`src/rtl/prc_pkg.sv`:
```
// ----------------------------------------------------------------------------
// prc_pkg: shared types and constants for the point rotation block
// Widths of the coordinate, phase and gain datapaths, the arctangent table
// and the payload records that travel between the pipeline parts.
// ----------------------------------------------------------------------------
package prc_pkg;

  // Coordinate and rotation configuration
  localparam int COORD_W         = 24;   // signed, 8 fraction bits
  localparam int ROTATION_STAGES = 16;   // micro-rotations in the cell row
  localparam int ANGLE_W         = 17;   // degrees, 7 fraction bits
  localparam int GUARD_BITS      = 16;   // extra fraction bits in the vector

  // Degree to binary-angle conversion: full turn of 46080 = 1024 * 45
  localparam int DEG_FRACTION  = 128;
  localparam int HALF_TURN_DEG = 180;
  localparam int FULL_TURN     = 2 * HALF_TURN_DEG * DEG_FRACTION;
  localparam int PHASE_W       = 32;
  localparam int PRE_SHIFT     = 10;                        // power-of-two part
  localparam int PHASE_DIV     = FULL_TURN >> PRE_SHIFT;    // odd part, 45
  localparam int SCALE_SHIFT   = PHASE_W - PRE_SHIFT;       // 22
  localparam longint PHASE_QUOT = (64'sd1 <<< SCALE_SHIFT) / PHASE_DIV;
  localparam longint PHASE_REM  = (64'sd1 <<< SCALE_SHIFT) % PHASE_DIV;
  localparam longint PHASE_RND  = (FULL_TURN / 2) >> PRE_SHIFT;
  localparam int MAG_W         = ANGLE_W;                   // |angle| fits
  localparam int QUOT_PROD_W   = 2 * MAG_W;
  localparam int REM_W         = MAG_W + 6;                 // |angle|*rem + rnd
  localparam int RECIP_SHIFT   = REM_W + 6;                 // exact for REM_W bits
  localparam longint RECIP     = ((64'sd1 <<< RECIP_SHIFT) + PHASE_DIV - 1) / PHASE_DIV;
  localparam int RECIP_W       = REM_W;
  localparam int RECIP_PROD_W  = REM_W + RECIP_W;
  localparam int FRAC_Q_W      = RECIP_PROD_W - RECIP_SHIFT;

  // Vector and residual angle widths
  localparam int DIFF_W = COORD_W + 1;
  localparam int VEC_W  = COORD_W + GUARD_BITS + 4;
  localparam int Z_W    = PHASE_W;
  localparam int IDX_W  = 5;

  // Gain compensation: 0.60725293500888 as unsigned Q0.32
  localparam int     GAIN_W     = 32;
  localparam longint GAIN_Q32   = 64'd2608131496;
  localparam int     SPLIT      = 26;
  localparam int     HI_W       = VEC_W - SPLIT;
  localparam int     A_W        = HI_W + GAIN_W;
  localparam int     B_W        = SPLIT + GAIN_W;
  localparam int     LOW_SUM_W  = B_W + 1;
  localparam int     SUM_W      = A_W - (GAIN_W - SPLIT) + 1;
  localparam int     RND_W      = SUM_W + 1 - GUARD_BITS;
  localparam int     RES_W      = ((RND_W > COORD_W) ? RND_W : COORD_W) + 2;

  // Result range
  localparam longint COORD_MAX = (64'sd1 <<< (COORD_W - 1)) - 1;
  localparam longint COORD_MIN = -COORD_MAX - 1;

  // Record handed from cell to cell
  typedef struct packed {
    logic signed [VEC_W-1:0]   x;
    logic signed [VEC_W-1:0]   y;
    logic signed [Z_W-1:0]     z;
    logic signed [COORD_W-1:0] cx;
    logic signed [COORD_W-1:0] cy;
  } rot_t;

  // Finished result
  typedef struct packed {
    logic signed [COORD_W-1:0] rx;
    logic signed [COORD_W-1:0] ry;
    logic                      sat;
  } res_t;

  // Arctangent of 2^-i as a binary angle, 2^32 per full turn
  function automatic logic [PHASE_W-1:0] atan_phase(input logic [IDX_W-1:0] idx);
    logic [PHASE_W-1:0] val;
    case (idx)
      5'd0:    val = 32'h20000000;
      5'd1:    val = 32'h12E4051D;
      5'd2:    val = 32'h09FB385B;
      5'd3:    val = 32'h051111D4;
      5'd4:    val = 32'h028B0D43;
      5'd5:    val = 32'h0145D7E1;
      5'd6:    val = 32'h00A2F61E;
      5'd7:    val = 32'h00517C55;
      5'd8:    val = 32'h0028BE53;
      5'd9:    val = 32'h00145F2E;
      5'd10:   val = 32'h000A2F98;
      5'd11:   val = 32'h000517CC;
      5'd12:   val = 32'h00028BE6;
      5'd13:   val = 32'h000145F3;
      5'd14:   val = 32'h0000A2F9;
      5'd15:   val = 32'h0000517C;
      5'd16:   val = 32'h000028BE;
      5'd17:   val = 32'h0000145F;
      5'd18:   val = 32'h00000A2F;
      5'd19:   val = 32'h00000517;
      5'd20:   val = 32'h0000028B;
      5'd21:   val = 32'h00000145;
      5'd22:   val = 32'h000000A2;
      5'd23:   val = 32'h00000051;
      5'd24:   val = 32'h00000028;
      5'd25:   val = 32'h00000014;
      5'd26:   val = 32'h0000000A;
      5'd27:   val = 32'h00000005;
      5'd28:   val = 32'h00000002;
      5'd29:   val = 32'h00000001;
      default: val = 32'h00000000;
    endcase
    return val;
  endfunction

endpackage

```
`src/rtl/prc_cell.sv`:
```
// ----------------------------------------------------------------------------
// prc_cell: one CORDIC micro-rotation
// Rotates the vector by +-atan(2^-i) toward a zero residual angle, with i
// set by the cell's place in the row, and registers the record for the
// next cell.
// ----------------------------------------------------------------------------
module prc_cell (
  input  logic                           clk,
  input  logic                           rst,
  input  logic [prc_pkg::IDX_W-1:0]      stage_idx,
  input  logic                           in_valid,
  output logic                           in_ready,
  input  prc_pkg::rot_t                  in_data,
  output logic                           out_valid,
  input  logic                           out_ready,
  output prc_pkg::rot_t                  out_data
);

  prc_pkg::rot_t                         data_next;
  logic signed [prc_pkg::VEC_W-1:0]      x_cur;
  logic signed [prc_pkg::VEC_W-1:0]      y_cur;
  logic signed [prc_pkg::VEC_W-1:0]      x_sh;
  logic signed [prc_pkg::VEC_W-1:0]      y_sh;
  logic signed [prc_pkg::Z_W-1:0]        z_cur;
  logic signed [prc_pkg::Z_W-1:0]        z_step;

  // Take a new request whenever this stage is empty or drains
  assign in_ready = ~out_valid | out_ready;

  // Micro-rotation: floor shifts, direction from the residual sign
  always_comb begin
    x_cur  = in_data.x;
    y_cur  = in_data.y;
    z_cur  = in_data.z;
    x_sh   = x_cur >>> stage_idx;
    y_sh   = y_cur >>> stage_idx;
    z_step = prc_pkg::Z_W'(prc_pkg::atan_phase(stage_idx));
    data_next    = in_data;
    if (!z_cur[prc_pkg::Z_W-1]) begin
      data_next.x = x_cur - y_sh;
      data_next.y = y_cur + x_sh;
      data_next.z = z_cur - z_step;
    end else begin
      data_next.x = x_cur + y_sh;
      data_next.y = y_cur - x_sh;
      data_next.z = z_cur + z_step;
    end
  end

  // Hold valid until the neighbor takes the request
  always_ff @(posedge clk) begin
    if (rst) begin
      out_valid <= 1'b0;
    end else if (in_ready) begin
      out_valid <= in_valid;
    end
  end

  // Advance the payload
  always_ff @(posedge clk) begin
    if (in_ready && in_valid) begin
      out_data <= data_next;
    end
  end

endmodule

```
`config.mk`:
```
export PLATFORM = sky130hd
export DESIGN_NAME = prc_cell
export DESIGN_NICKNAME = d
export VERILOG_FILES = /design/src/rtl/prc_pkg.sv /design/src/rtl/prc_cell.sv
export SDC_FILE = /design/constraint.sdc
export NUM_CORES = 1
export LEC_CHECK = 0
export ABC_AREA = 1
export CAP_MARGIN = 30
export CORE_AREA = 2 2 309 311
export DETAILED_ROUTE_END_ITERATION = 10
export DIE_AREA = 0 0 311 313
export DONT_BUFFER_PORTS = 1
export HOLD_SLACK_MARGIN = 0.02
export SLEW_MARGIN = 25
export SYNTH_ARGS = -nofsm -noshare
export SYNTH_HDL_FRONTEND = slang
export SYNTH_SLANG_ARGS = --single-unit
```
`constraint.sdc`:
```
create_clock -name clk -period 10.3 [get_ports clk]
set_input_delay 0 -clock clk [delete_from_list [all_inputs] [get_ports clk]]
set_output_delay 0 -clock clk [all_outputs]
set_load 0.01 [all_outputs]
```
==> impl_metrics.env <==
export IMPL_outcome="completed"
export IMPL_grtUsageTotal_pct=18.2
export IMPL_rsz0062_at_grt="false"
export IMPL_netlist_instances=3344
export IMPL_antenna_left=0
export IMPL_post_cts_resized=0
export IMPL_finalCriticalPeriod_ns=5.57
export IMPL_synth_edff_count=168
export IMPL_drive_above_1_share_pct=4.29
export IMPL_nFillCells=10600
export IMPL_yosysSeqAreaShare_pct=23.6
export IMPL_finalSetupViolations=0
export IMPL_powerDensity_nw_per_um2=133
export IMPL_start_kind="primary input"
export IMPL_cpMostUsedCell="nand2_1"
export IMPL_dr_first_iter_drc_count=2246
export IMPL_synth_seq_cells=169
export IMPL_num_vias=23100
export IMPL_syn_area_um2=21500
export IMPL_critPathSlowestCell="dlygate4sd3_1"
export IMPL_cp_max_fo=64
export IMPL_synth_ff_type="edfxtp_1"
export IMPL_fmaxAchievable_mhz=180
export IMPL_postCtsSetupBuffers=0
export IMPL_cap_violations=0
export IMPL_syn_to_final_growth_pct=16.1
export IMPL_core_um2=94200
export IMPL_yosys_area_top_type="edfxtp_1"
export IMPL_skew_ns=0.0177
export IMPL_cp_required_ns=10.54
export IMPL_clk_pin_slew_ns=0.08
export IMPL_portBuffers=0
export IMPL_yosysWarnings=0
export IMPL_dp_hpwl_um=72500
export IMPL_period_share_pct=54.1
export IMPL_cts_tree="yes"
export IMPL_nNetsFinal=3749
export IMPL_htree_levels=4
export IMPL_core_rowCount=113
export IMPL_cp_arrival_ns=5.81
export IMPL_postSynthAreaPerCell_um2=6.42
export IMPL_synth_most_common_cell="nand2_1"
export IMPL_cts_root_buf="clkbuf_16"
export IMPL_detail_route_wl_per_cell_um=19.3
export IMPL_setup_tns_ns=0
export IMPL_synthTopCellsByCount="nand2_1, nand3_1, inv_1, nor2_1, a21oi_1"
export IMPL_hold_viol_final=0
export IMPL_dieWidth_um=311
export IMPL_start_util_pct=22.8
export IMPL_slowest_delay_ns=0.56
export IMPL_overflow=0
export IMPL_tightest_slew_ns=0.938
export IMPL_cts_hold_buffers_added=172
export IMPL_grt_max_degree=98
export IMPL_grt_pass1_vias=21800
export IMPL_crit_type="in2reg"
export IMPL_routed_wl_um=91300
export IMPL_setup_ws_ns=4.73
export IMPL_insertion_delay_ns=0.49
export IMPL_die_h_um=313
export IMPL_p_leak_nw=11.1
export IMPL_syn_nets=3658
export IMPL_ys_types=61
export IMPL_drv_slew=0
export IMPL_peakVddDrop_mv=0.131
export IMPL_drc_errors=0
export IMPL_drtPass1Iterations=6
export IMPL_pre_cts_ws_ns=4.68
export IMPL_place_gp_congestion=0.950
export IMPL_synth_area_leaders="edfxtp_1, nand2_1, nand3_1, ha_1, inv_1"
export IMPL_io_pins=347
export IMPL_hp_class="in2reg"
export IMPL_dieArea_um2=97300
export IMPL_clock_sinks=169
export IMPL_grt_pass1_wl_um=135000
export IMPL_crit_path_end_kind="flop"
export IMPL_yosys_area_top_type_share_pct=23.5
export IMPL_slew_headroom_pct=37.5
export IMPL_antenna_found_initial=10
export IMPL_cts_buffer_depth=2
export IMPL_async_flop_share_pct=0
export IMPL_avgViaCountPerCell=4.89
export IMPL_cts_buffers=17
==> worst paths after layout <==
kind	from	to	slack (ns)	cells past startpoint
max	stage_idx[4]	out_data[121]	4.73	29
min	in_data[135]	out_data[135]	0.06	2
max reg2reg	out_valid	out_data[167]	7.87	4
min reg2reg	out_valid	out_valid	1.24	3
==> logic make-up after synthesis <==
kind of cell / Yosys count / share of synthesized area [%]
DFF: 169 / 23.6
and+or+nand+nor: 1928 / 38.6
AOI/OAI and AO/OA: 458 / 12.3
buffers and inverters: 454 / 9.09
xor gates and xnor gates: 198 / 8.29
adders and majority gates: 137 / 8.09
==> worst max-delay path, delay by kind of cell <==
kind | cells | cell delay [ns]
simple gates | 17 | 2.50
buf+inv | 8 | 2.43
fa+ha+maj | 2 | 0.62
xor+xnor | 2 | 0.14
==> through the flow <==
step / instances / area (um2) / util (%) / hold slack, ns / power [mW]
3_3_place_gp: 4504 / 22400 / 23.8 / 0.0725 / 2.55
2_1_floorplan: 3344 / 21500 / - / 0.0691 / 2.18
5_1_grt: 4725 / 24900 / 26.5 / 0.0376 / 3.54
4_1_cts: 4711 / 24900 / 26.4 / 0.0292 / 3.34
3_5_place_dp: 4507 / 22500 / 23.9 / 0.0723 / 2.55
6_report: 4726 / 24900 / 26.5 / 0.0645 / 3.31
==> flip-flops by register name (all words and copies together) (netlist names) <==
| name | count |
|---|---|
| out_valid | 1 |
| out_data | 168 |
==> cell type report <==
cell class / count / area, um2 / share of cell area [%]
timing repair buffer: 182 / 1880 / 7.53
tap: 1265 / 1580 / 6.35
clock inverter: 14 / 181 / 0.728
multi-input combinational: 2721 / 14500 / 58.0
inverter: 344 / 1300 / 5.20
sequential: 169 / 5060 / 20.3
clock buffer: 18 / 429 / 1.72
antenna: 13 / 32.5 / 0.130
==> per-layer routing <==
layer	GRT usage, %	part of all wire, %	vias up
li1	-	-	11400
met1	21.2	40	10700
met4	10.1	5.6	0
met3	4.13	6.8	160
met2	31.0	48	855
met5	0	0	-
==> power by group <==
part	switching, mW	internal [mW]	total (mW)	leakage, nW
clock	0.320	0.368	0.688	0.296
sequential	0.118	0.954	1.07	1.63
combinational	1.00	0.546	1.55	9.21
==> cells in the final DEF (no fill, tap or decap), drive strengths merged, types with 49 or more instances in the layout <==
cell / Yosys / layout
xnor2: 63 / 63
inv: 342 / 349
dlygate4sd3: 0 / 172
edfxtp: 168 / 168
o21ai: 132 / 132
nand3: 513 / 513
xor2: 135 / 135
a31oi: 49 / 49
ha: 134 / 134
nor2: 291 / 291
nand2: 1038 / 1038
a21oi: 195 / 195
No activity file was read; power rests on OpenSTA's default activity.
