<file path="src/rtl/prc_pkg.sv">
// ----------------------------------------------------------------------------
// prc_pkg: shared types and constants for the point rotation block
// Widths of the coordinate, phase and gain datapaths, the arctangent table
// and the payload records that travel between the pipeline parts.
// ----------------------------------------------------------------------------
package prc_pkg;

  // Coordinate and rotation configuration
  localparam int COORD_W         = 24;   // signed, 8 fraction bits
  localparam int ROTATION_STAGES = 16;   // micro-rotations in the cell row
  localparam int ANGLE_W         = 17;   // degrees, 7 fraction bits
  localparam int GUARD_BITS      = 16;   // extra fraction bits in the vector

  // Degree to binary-angle conversion: full turn of 46080 = 1024 * 45
  localparam int DEG_FRACTION  = 128;
  localparam int HALF_TURN_DEG = 180;
  localparam int FULL_TURN     = 2 * HALF_TURN_DEG * DEG_FRACTION;
  localparam int PHASE_W       = 32;
  localparam int PRE_SHIFT     = 10;                        // power-of-two part
  localparam int PHASE_DIV     = FULL_TURN >> PRE_SHIFT;    // odd part, 45
  localparam int SCALE_SHIFT   = PHASE_W - PRE_SHIFT;       // 22
  localparam longint PHASE_QUOT = (64'sd1 <<< SCALE_SHIFT) / PHASE_DIV;
  localparam longint PHASE_REM  = (64'sd1 <<< SCALE_SHIFT) % PHASE_DIV;
  localparam longint PHASE_RND  = (FULL_TURN / 2) >> PRE_SHIFT;
  localparam int MAG_W         = ANGLE_W;                   // |angle| fits
  localparam int QUOT_PROD_W   = 2 * MAG_W;
  localparam int REM_W         = MAG_W + 6;                 // |angle|*rem + rnd
  localparam int RECIP_SHIFT   = REM_W + 6;                 // exact for REM_W bits
  localparam longint RECIP     = ((64'sd1 <<< RECIP_SHIFT) + PHASE_DIV - 1) / PHASE_DIV;
  localparam int RECIP_W       = REM_W;
  localparam int RECIP_PROD_W  = REM_W + RECIP_W;
  localparam int FRAC_Q_W      = RECIP_PROD_W - RECIP_SHIFT;

  // Vector and residual angle widths
  localparam int DIFF_W = COORD_W + 1;
  localparam int VEC_W  = COORD_W + GUARD_BITS + 4;
  localparam int Z_W    = PHASE_W;
  localparam int IDX_W  = 5;

  // Gain compensation: 0.60725293500888 as unsigned Q0.32
  localparam int     GAIN_W     = 32;
  localparam longint GAIN_Q32   = 64'd2608131496;
  localparam int     SPLIT      = 26;
  localparam int     HI_W       = VEC_W - SPLIT;
  localparam int     A_W        = HI_W + GAIN_W;
  localparam int     B_W        = SPLIT + GAIN_W;
  localparam int     LOW_SUM_W  = B_W + 1;
  localparam int     SUM_W      = A_W - (GAIN_W - SPLIT) + 1;
  localparam int     RND_W      = SUM_W + 1 - GUARD_BITS;
  localparam int     RES_W      = ((RND_W > COORD_W) ? RND_W : COORD_W) + 2;

  // Result range
  localparam longint COORD_MAX = (64'sd1 <<< (COORD_W - 1)) - 1;
  localparam longint COORD_MIN = -COORD_MAX - 1;

  // Record handed from cell to cell
  typedef struct packed {
    logic signed [VEC_W-1:0]   x;
    logic signed [VEC_W-1:0]   y;
    logic signed [Z_W-1:0]     z;
    logic signed [COORD_W-1:0] cx;
    logic signed [COORD_W-1:0] cy;
  } rot_t;

  // Finished result
  typedef struct packed {
    logic signed [COORD_W-1:0] rx;
    logic signed [COORD_W-1:0] ry;
    logic                      sat;
  } res_t;

  // Arctangent of 2^-i as a binary angle, 2^32 per full turn
  function automatic logic [PHASE_W-1:0] atan_phase(input logic [IDX_W-1:0] idx);
    logic [PHASE_W-1:0] val;
    case (idx)
      5'd0:    val = 32'h20000000;
      5'd1:    val = 32'h12E4051D;
      5'd2:    val = 32'h09FB385B;
      5'd3:    val = 32'h051111D4;
      5'd4:    val = 32'h028B0D43;
      5'd5:    val = 32'h0145D7E1;
      5'd6:    val = 32'h00A2F61E;
      5'd7:    val = 32'h00517C55;
      5'd8:    val = 32'h0028BE53;
      5'd9:    val = 32'h00145F2E;
      5'd10:   val = 32'h000A2F98;
      5'd11:   val = 32'h000517CC;
      5'd12:   val = 32'h00028BE6;
      5'd13:   val = 32'h000145F3;
      5'd14:   val = 32'h0000A2F9;
      5'd15:   val = 32'h0000517C;
      5'd16:   val = 32'h000028BE;
      5'd17:   val = 32'h0000145F;
      5'd18:   val = 32'h00000A2F;
      5'd19:   val = 32'h00000517;
      5'd20:   val = 32'h0000028B;
      5'd21:   val = 32'h00000145;
      5'd22:   val = 32'h000000A2;
      5'd23:   val = 32'h00000051;
      5'd24:   val = 32'h00000028;
      5'd25:   val = 32'h00000014;
      5'd26:   val = 32'h0000000A;
      5'd27:   val = 32'h00000005;
      5'd28:   val = 32'h00000002;
      5'd29:   val = 32'h00000001;
      default: val = 32'h00000000;
    endcase
    return val;
  endfunction

endpackage

</file>
<file path="src/rtl/prc_gain.sv">
// ----------------------------------------------------------------------------
// prc_gain: CORDIC gain compensation, recentering and clipping
// Four stages per coordinate lane: magnitude, split gain products,
// truncate and round off the guard bits, add the center and saturate.
// ----------------------------------------------------------------------------
module prc_gain (
  input  logic          clk,
  input  logic          rst,
  input  logic          in_valid,
  output logic          in_ready,
  input  prc_pkg::rot_t in_data,
  output logic          out_valid,
  input  logic          out_ready,
  output prc_pkg::res_t out_data
);

  localparam int LANES = 2;

  // Stage valids and readies
  logic [3:0] vld;
  logic [3:0] rdy;

  // Magnitude stage
  logic                               neg0 [LANES];
  logic [prc_pkg::VEC_W-1:0]          mag0 [LANES];
  logic signed [prc_pkg::COORD_W-1:0] ctr0 [LANES];
  // Product stage
  logic                               neg1 [LANES];
  logic [prc_pkg::A_W-1:0]            prod_a1 [LANES];
  logic [prc_pkg::B_W-1:0]            prod_b1 [LANES];
  logic signed [prc_pkg::COORD_W-1:0] ctr1 [LANES];
  // Rounding stage
  logic                               neg2 [LANES];
  logic [prc_pkg::RND_W-1:0]          rnd2 [LANES];
  logic signed [prc_pkg::COORD_W-1:0] ctr2 [LANES];

  // Combinational next values
  logic signed [prc_pkg::VEC_W-1:0]   vec_in [LANES];
  logic [prc_pkg::VEC_W-1:0]          mag_next [LANES];
  logic [prc_pkg::A_W-1:0]            prod_a_next [LANES];
  logic [prc_pkg::B_W-1:0]            prod_b_next [LANES];
  logic [prc_pkg::LOW_SUM_W-1:0]      low_sum [LANES];
  logic [prc_pkg::SUM_W-1:0]          sum_full [LANES];
  logic [prc_pkg::SUM_W:0]            sum_rnd [LANES];
  logic [prc_pkg::RND_W-1:0]          rnd_next [LANES];
  logic signed [prc_pkg::RES_W-1:0]   res_full [LANES];
  logic signed [prc_pkg::RES_W-1:0]   off_val [LANES];
  logic signed [prc_pkg::RES_W-1:0]   lim_hi;
  logic signed [prc_pkg::RES_W-1:0]   lim_lo;
  logic signed [prc_pkg::COORD_W-1:0] res_next [LANES];
  logic                               clip [LANES];

  // Ready chain: a stage moves when empty or when its successor moves
  always_comb begin
    rdy[3] = ~vld[3] | out_ready;
    rdy[2] = ~vld[2] | rdy[3];
    rdy[1] = ~vld[1] | rdy[2];
    rdy[0] = ~vld[0] | rdy[1];
  end
  assign in_ready  = rdy[0];
  assign out_valid = vld[3];

  always_ff @(posedge clk) begin
    if (rst) begin
      vld <= '0;
    end else begin
      if (rdy[0]) vld[0] <= in_valid;
      if (rdy[1]) vld[1] <= vld[0];
      if (rdy[2]) vld[2] <= vld[1];
      if (rdy[3]) vld[3] <= vld[2];
    end
  end

  // Per-lane datapath: lane 0 is x, lane 1 is y
  assign lim_hi = prc_pkg::RES_W'(prc_pkg::COORD_MAX);
  assign lim_lo = prc_pkg::RES_W'(prc_pkg::COORD_MIN);

  always_comb begin
    vec_in[0] = in_data.x;
    vec_in[1] = in_data.y;
    for (int l = 0; l < LANES; l++) begin
      mag_next[l] = vec_in[l][prc_pkg::VEC_W-1] ? prc_pkg::VEC_W'(-vec_in[l])
                                                : prc_pkg::VEC_W'(vec_in[l]);
      prod_a_next[l] = prc_pkg::A_W'(mag0[l][prc_pkg::VEC_W-1:prc_pkg::SPLIT])
                     * prc_pkg::A_W'(prc_pkg::GAIN_Q32);
      prod_b_next[l] = prc_pkg::B_W'(mag0[l][prc_pkg::SPLIT-1:0])
                     * prc_pkg::B_W'(prc_pkg::GAIN_Q32);
      // Truncate the split product at 2^-32, then round off the guard bits
      low_sum[l]  = prc_pkg::LOW_SUM_W'({prod_a1[l][prc_pkg::GAIN_W-prc_pkg::SPLIT-1:0],
                                         prc_pkg::SPLIT'(0)})
                  + prc_pkg::LOW_SUM_W'(prod_b1[l]);
      sum_full[l] = prc_pkg::SUM_W'(prod_a1[l][prc_pkg::A_W-1:prc_pkg::GAIN_W-prc_pkg::SPLIT])
                  + prc_pkg::SUM_W'(low_sum[l][prc_pkg::LOW_SUM_W-1:prc_pkg::GAIN_W]);
      sum_rnd[l]  = (prc_pkg::SUM_W+1)'(sum_full[l])
                  + (prc_pkg::SUM_W+1)'(64'd1 << (prc_pkg::GUARD_BITS - 1));
      rnd_next[l] = sum_rnd[l][prc_pkg::SUM_W:prc_pkg::GUARD_BITS];
      // Restore the sign, add the center and clip to the coordinate range
      off_val[l]  = neg2[l] ? -$signed(prc_pkg::RES_W'(rnd2[l]))
                            : $signed(prc_pkg::RES_W'(rnd2[l]));
      res_full[l] = prc_pkg::RES_W'(ctr2[l]) + off_val[l];
      clip[l]     = 1'b0;
      res_next[l] = prc_pkg::COORD_W'(res_full[l]);
      if (res_full[l] > lim_hi) begin
        clip[l]     = 1'b1;
        res_next[l] = prc_pkg::COORD_W'(lim_hi);
      end else if (res_full[l] < lim_lo) begin
        clip[l]     = 1'b1;
        res_next[l] = prc_pkg::COORD_W'(lim_lo);
      end
    end
  end

  // Advance the payload registers
  always_ff @(posedge clk) begin
    if (rdy[0] && in_valid) begin
      for (int l = 0; l < LANES; l++) begin
        neg0[l] <= vec_in[l][prc_pkg::VEC_W-1];
        mag0[l] <= mag_next[l];
      end
      ctr0[0] <= in_data.cx;
      ctr0[1] <= in_data.cy;
    end
    if (rdy[1] && vld[0]) begin
      for (int l = 0; l < LANES; l++) begin
        neg1[l]    <= neg0[l];
        prod_a1[l] <= prod_a_next[l];
        prod_b1[l] <= prod_b_next[l];
        ctr1[l]    <= ctr0[l];
      end
    end
    if (rdy[2] && vld[1]) begin
      for (int l = 0; l < LANES; l++) begin
        neg2[l] <= neg1[l];
        rnd2[l] <= rnd_next[l];
        ctr2[l] <= ctr1[l];
      end
    end
    if (rdy[3] && vld[2]) begin
      out_data.rx  <= res_next[0];
      out_data.ry  <= res_next[1];
      out_data.sat <= clip[0] | clip[1];
    end
  end

endmodule

</file>
<file path="config.mk">
export PLATFORM = sky130hd
export DESIGN_NAME = prc_gain
export DESIGN_NICKNAME = d
export VERILOG_FILES = /design/src/rtl/prc_pkg.sv /design/src/rtl/prc_gain.sv
export SDC_FILE = /design/constraint.sdc
export NUM_CORES = 2
export LEC_CHECK = 0
export BUFFER_PORTS_ARGS = -buffer_cell sky130_fd_sc_hd__buf_2
export CORE_ASPECT_RATIO = 1.4
export CORE_MARGIN = 5
export CORE_UTILIZATION = 60
export CTS_BUF_LIST = sky130_fd_sc_hd__clkbuf_4 sky130_fd_sc_hd__clkbuf_8
export DETAILED_ROUTE_END_ITERATION = 10
export PLACE_DENSITY = 0.81
export SLEW_MARGIN = 10
export SYNTH_ARGS = -nofsm -noshare
export SYNTH_HDL_FRONTEND = slang
export SYNTH_SLANG_ARGS = --single-unit
</file>
<file path="constraint.sdc">
create_clock -name clk -period 20.2 [get_ports clk]
set_input_delay 6.06 -clock clk [delete_from_list [all_inputs] [get_ports clk]]
set_output_delay 6.06 -clock clk [all_outputs]
set_load 0.03 [all_outputs]
</file>
==> metrics <==
Worst Setup Start Kind=input port; DP HPWL=approximately 150,000 µm; Synthesized Nets=around 8,500; CTS tree=built; vias per cell=5.621; maxcap violations=0; FFs w/ async S/R, synth=0; vias in the first global route=a little over 50,000; cell count after synthesis=6,258; leading post-synthesis cells by cell area=fa_1, edfxtp_1, ha_1, inv_1, xnor2_1; Area after DPL=between 0.07 and 0.08 mm²; most common cell after layout, fill and taps aside=inv_1; drt first pass iters=7; FP Rows=about 150; Max Slew Vio Count=0; biggest area consumer among synthesized cells=fa_1; initial DRC count=2,152; critical-path cell list=buf_2 > nor2b_1 > and3_1 > nand2_1 > buf_2; via count=between 40,000 and 50,000; Setup WS pre-CTS=between 6000 and 7000 ps; Final ANT Viol Nets=0; status=completed; routability cong.=approximately 1.0; HP Class=flop to flop; Root Driver=clkbuf_8; clock-pin slew on the worst setup and hold paths=60 ps; Post-synth EDFFs=around 500; Tmin final=between 10,000 and 15,000 ps; DRC viols=0; Die W=~290 µm; post-CTS resize count=0; Req. time, crit path=14,140 ps; total CTS buffers=82; post-synth top area share=0.3134; PortBufs=190; Critical Path Slowest Stage Cell=nor2b_1; initial antenna violation count=7; Die ar.=0.1200 mm²; Crit Path Max Fanout=5; # hold bufs at CTS=0; Ports=between 200 and 250; final cycle utilization of the critical path=0.6607; setup violators final=0; cell repeated most along the worst path=buf_2; CTS Sinks=between 500 and 600; clk buf depth=3; cell family with most CP delay=simple AND/OR/NAND/NOR gates; drt total wl=roughly 170,000 µm; gr usage total=0.2984; Final #Nets=8,737; Slew Limit Headroom=0.1192; fin area=slightly above 0.07 mm²; die height=approximately 400 µm; Post-Syn Area=0.06785 mm²; Unique masters post-synth=between 70 and 80; RSZ-0062 raised after global routing=no; syn_area_per_cell=between 10 and 15 µm²; post-CTS setup buffers=0; achievable frequency=74.93 MHz; routed length per instance=around 22 µm; CTS H-tree depth=3; Synth warnings=0; Clk Latency, worst-skew pair=between 700 and 800 ps; initial core utilization=0.6019; Worst Path Arrival=about 7300 ps; Yosys reg bits=~500; final core occ=0.6424; Seq/Total Area, Yosys=0.2212; CP max stage delay=around 430 ps; largest net degree at the start of global routing=180; sum of buffers and inverters on the critical path=2; Setup Crit Path Kind=input port to primary output; Core Area=around 0.11 mm²; skew final=29.79 ps; Worst Slack Setup Final=just under 7000 ps; post-synthesis to final-layout area growth=6.726%; Worst setup EP type=primary output; first-pass GRT wire length=between 200,000 and 300,000 µm; layout cells sized above 1=0.05815; measured slew at the worst slew-check pin=1321 ps; Setup TNS=0 ps; most frequent cells in the layout=inv_1, fa_1, ha_1; primary flip-flop cell chosen by synthesis mapping=edfxtp_1; total gr overflow=0; final hold violations=0
final timing paths:
kind,start,endpoint,slack [ps],depth (start not counted)
max,out_ready,in_ready,6850,5
min reg2reg,ctr1[0][26],ctr2[0][26],410,0
min,ctr1[0][26],ctr2[0][26],410,0
max reg2reg,mag0[0][48],prod_b1[0][109],11520,25
area by class of cell:
| cell class | count | area [µm²] |
|---|---|---|
| antenna | 3 | 7.507 |
| clock buffer | 102 | 1285 |
| clock inverter | 45 | 466.7 |
| fill | 8839 | 40300 |
| inverter | 1685 | 6325 |
| multi-input combinational | 4039 | 46450 |
| sequential | 501 | 15000 |
| tap | 1480 | 1852 |
| timing repair buffer | 197 | 1016 |
synth_stat cells (all sizes together), types with 5 or more instances:
cell     instances
inv           1685
fa            1062
ha             997
edfxtp         497
xnor2          314
a21oi          205
o21ai          187
nor2           183
nand2          178
a21o           126
xor2            92
nand3           71
nor2b           51
o31ai           47
nor3            44
and3            42
o21a            38
nand2b          35
nand4           35
or3             34
clkbuf          33
or4             31
o21bai          25
or2             22
a211oi          20
and2            19
o41ai           18
a31oi           15
nor4            12
a2111oi         10
and4            10
a21boi           9
o211ai           8
a211o            7
o2111ai          7
a221o            6
a31o             6
nor3b            6
a41o             5
routing by layer:
layer,part of all wire,GRT usage,vias to the layer above
met4,0.077,0.1818,0
li1,-,-,20700
met5,0,0,-
met1,0.34,0.3246,22570
met3,0.049,0.03155,545
met2,0.53,0.5536,1450
logic make-up after synthesis:
group | after synthesis | share of synthesized area
muxes | 3 | 0.0004611
xor gates and xnor gates | 406 | 0.05241
AOI/OAI and AO/OA | 785 | 0.07478
and+or+nand+nor | 786 | 0.05890
adders and majority gates | 2059 | 0.4972
buffers and inverters | 1718 | 0.09505
DFF | 501 | 0.2212
per-stage QoR:
step           cells  hold slack [ps]
6_report        8052            408.1
5_1_grt         8052            415.1
3_5_place_dp    7902            404.5
3_3_place_gp    7902            400.4
4_1_cts         8049            408.6
2_1_floorplan   6258            400.3
worst reg2reg max path, cell delays in order, from the launching register on:
cell	delay [ps]
edfxtp_1	610
ha_1	610
inv_1	170
fa_1	580
inv_1	60
fa_1	540
inv_1	60
fa_1	490
inv_1	50
fa_1	490
fa_1	490
inv_1	50
fa_1	480
inv_1	50
ha_1	330
nand2_1	80
nor2_1	200
nand4_1	250
a2111oi_0	640
o2111ai_1	310
a21oi_1	440
o21ai_0	230
o41ai_1	720
nand4_1	190
a21oi_1	200
xnor2_1	100
state kept, by name, summed over array words and instances (netlist names):
signal and count:
prod_a1 94, neg1 2, neg2 2, out_data 49, rnd2 58, prod_b1 58, ctr2 48, ctr1 48
vld 4, mag0 88, ctr0 48, neg0 2
Power is not shown: default switching activity piles up to over one toggle a cycle in this logic, so the estimate is an artifact.
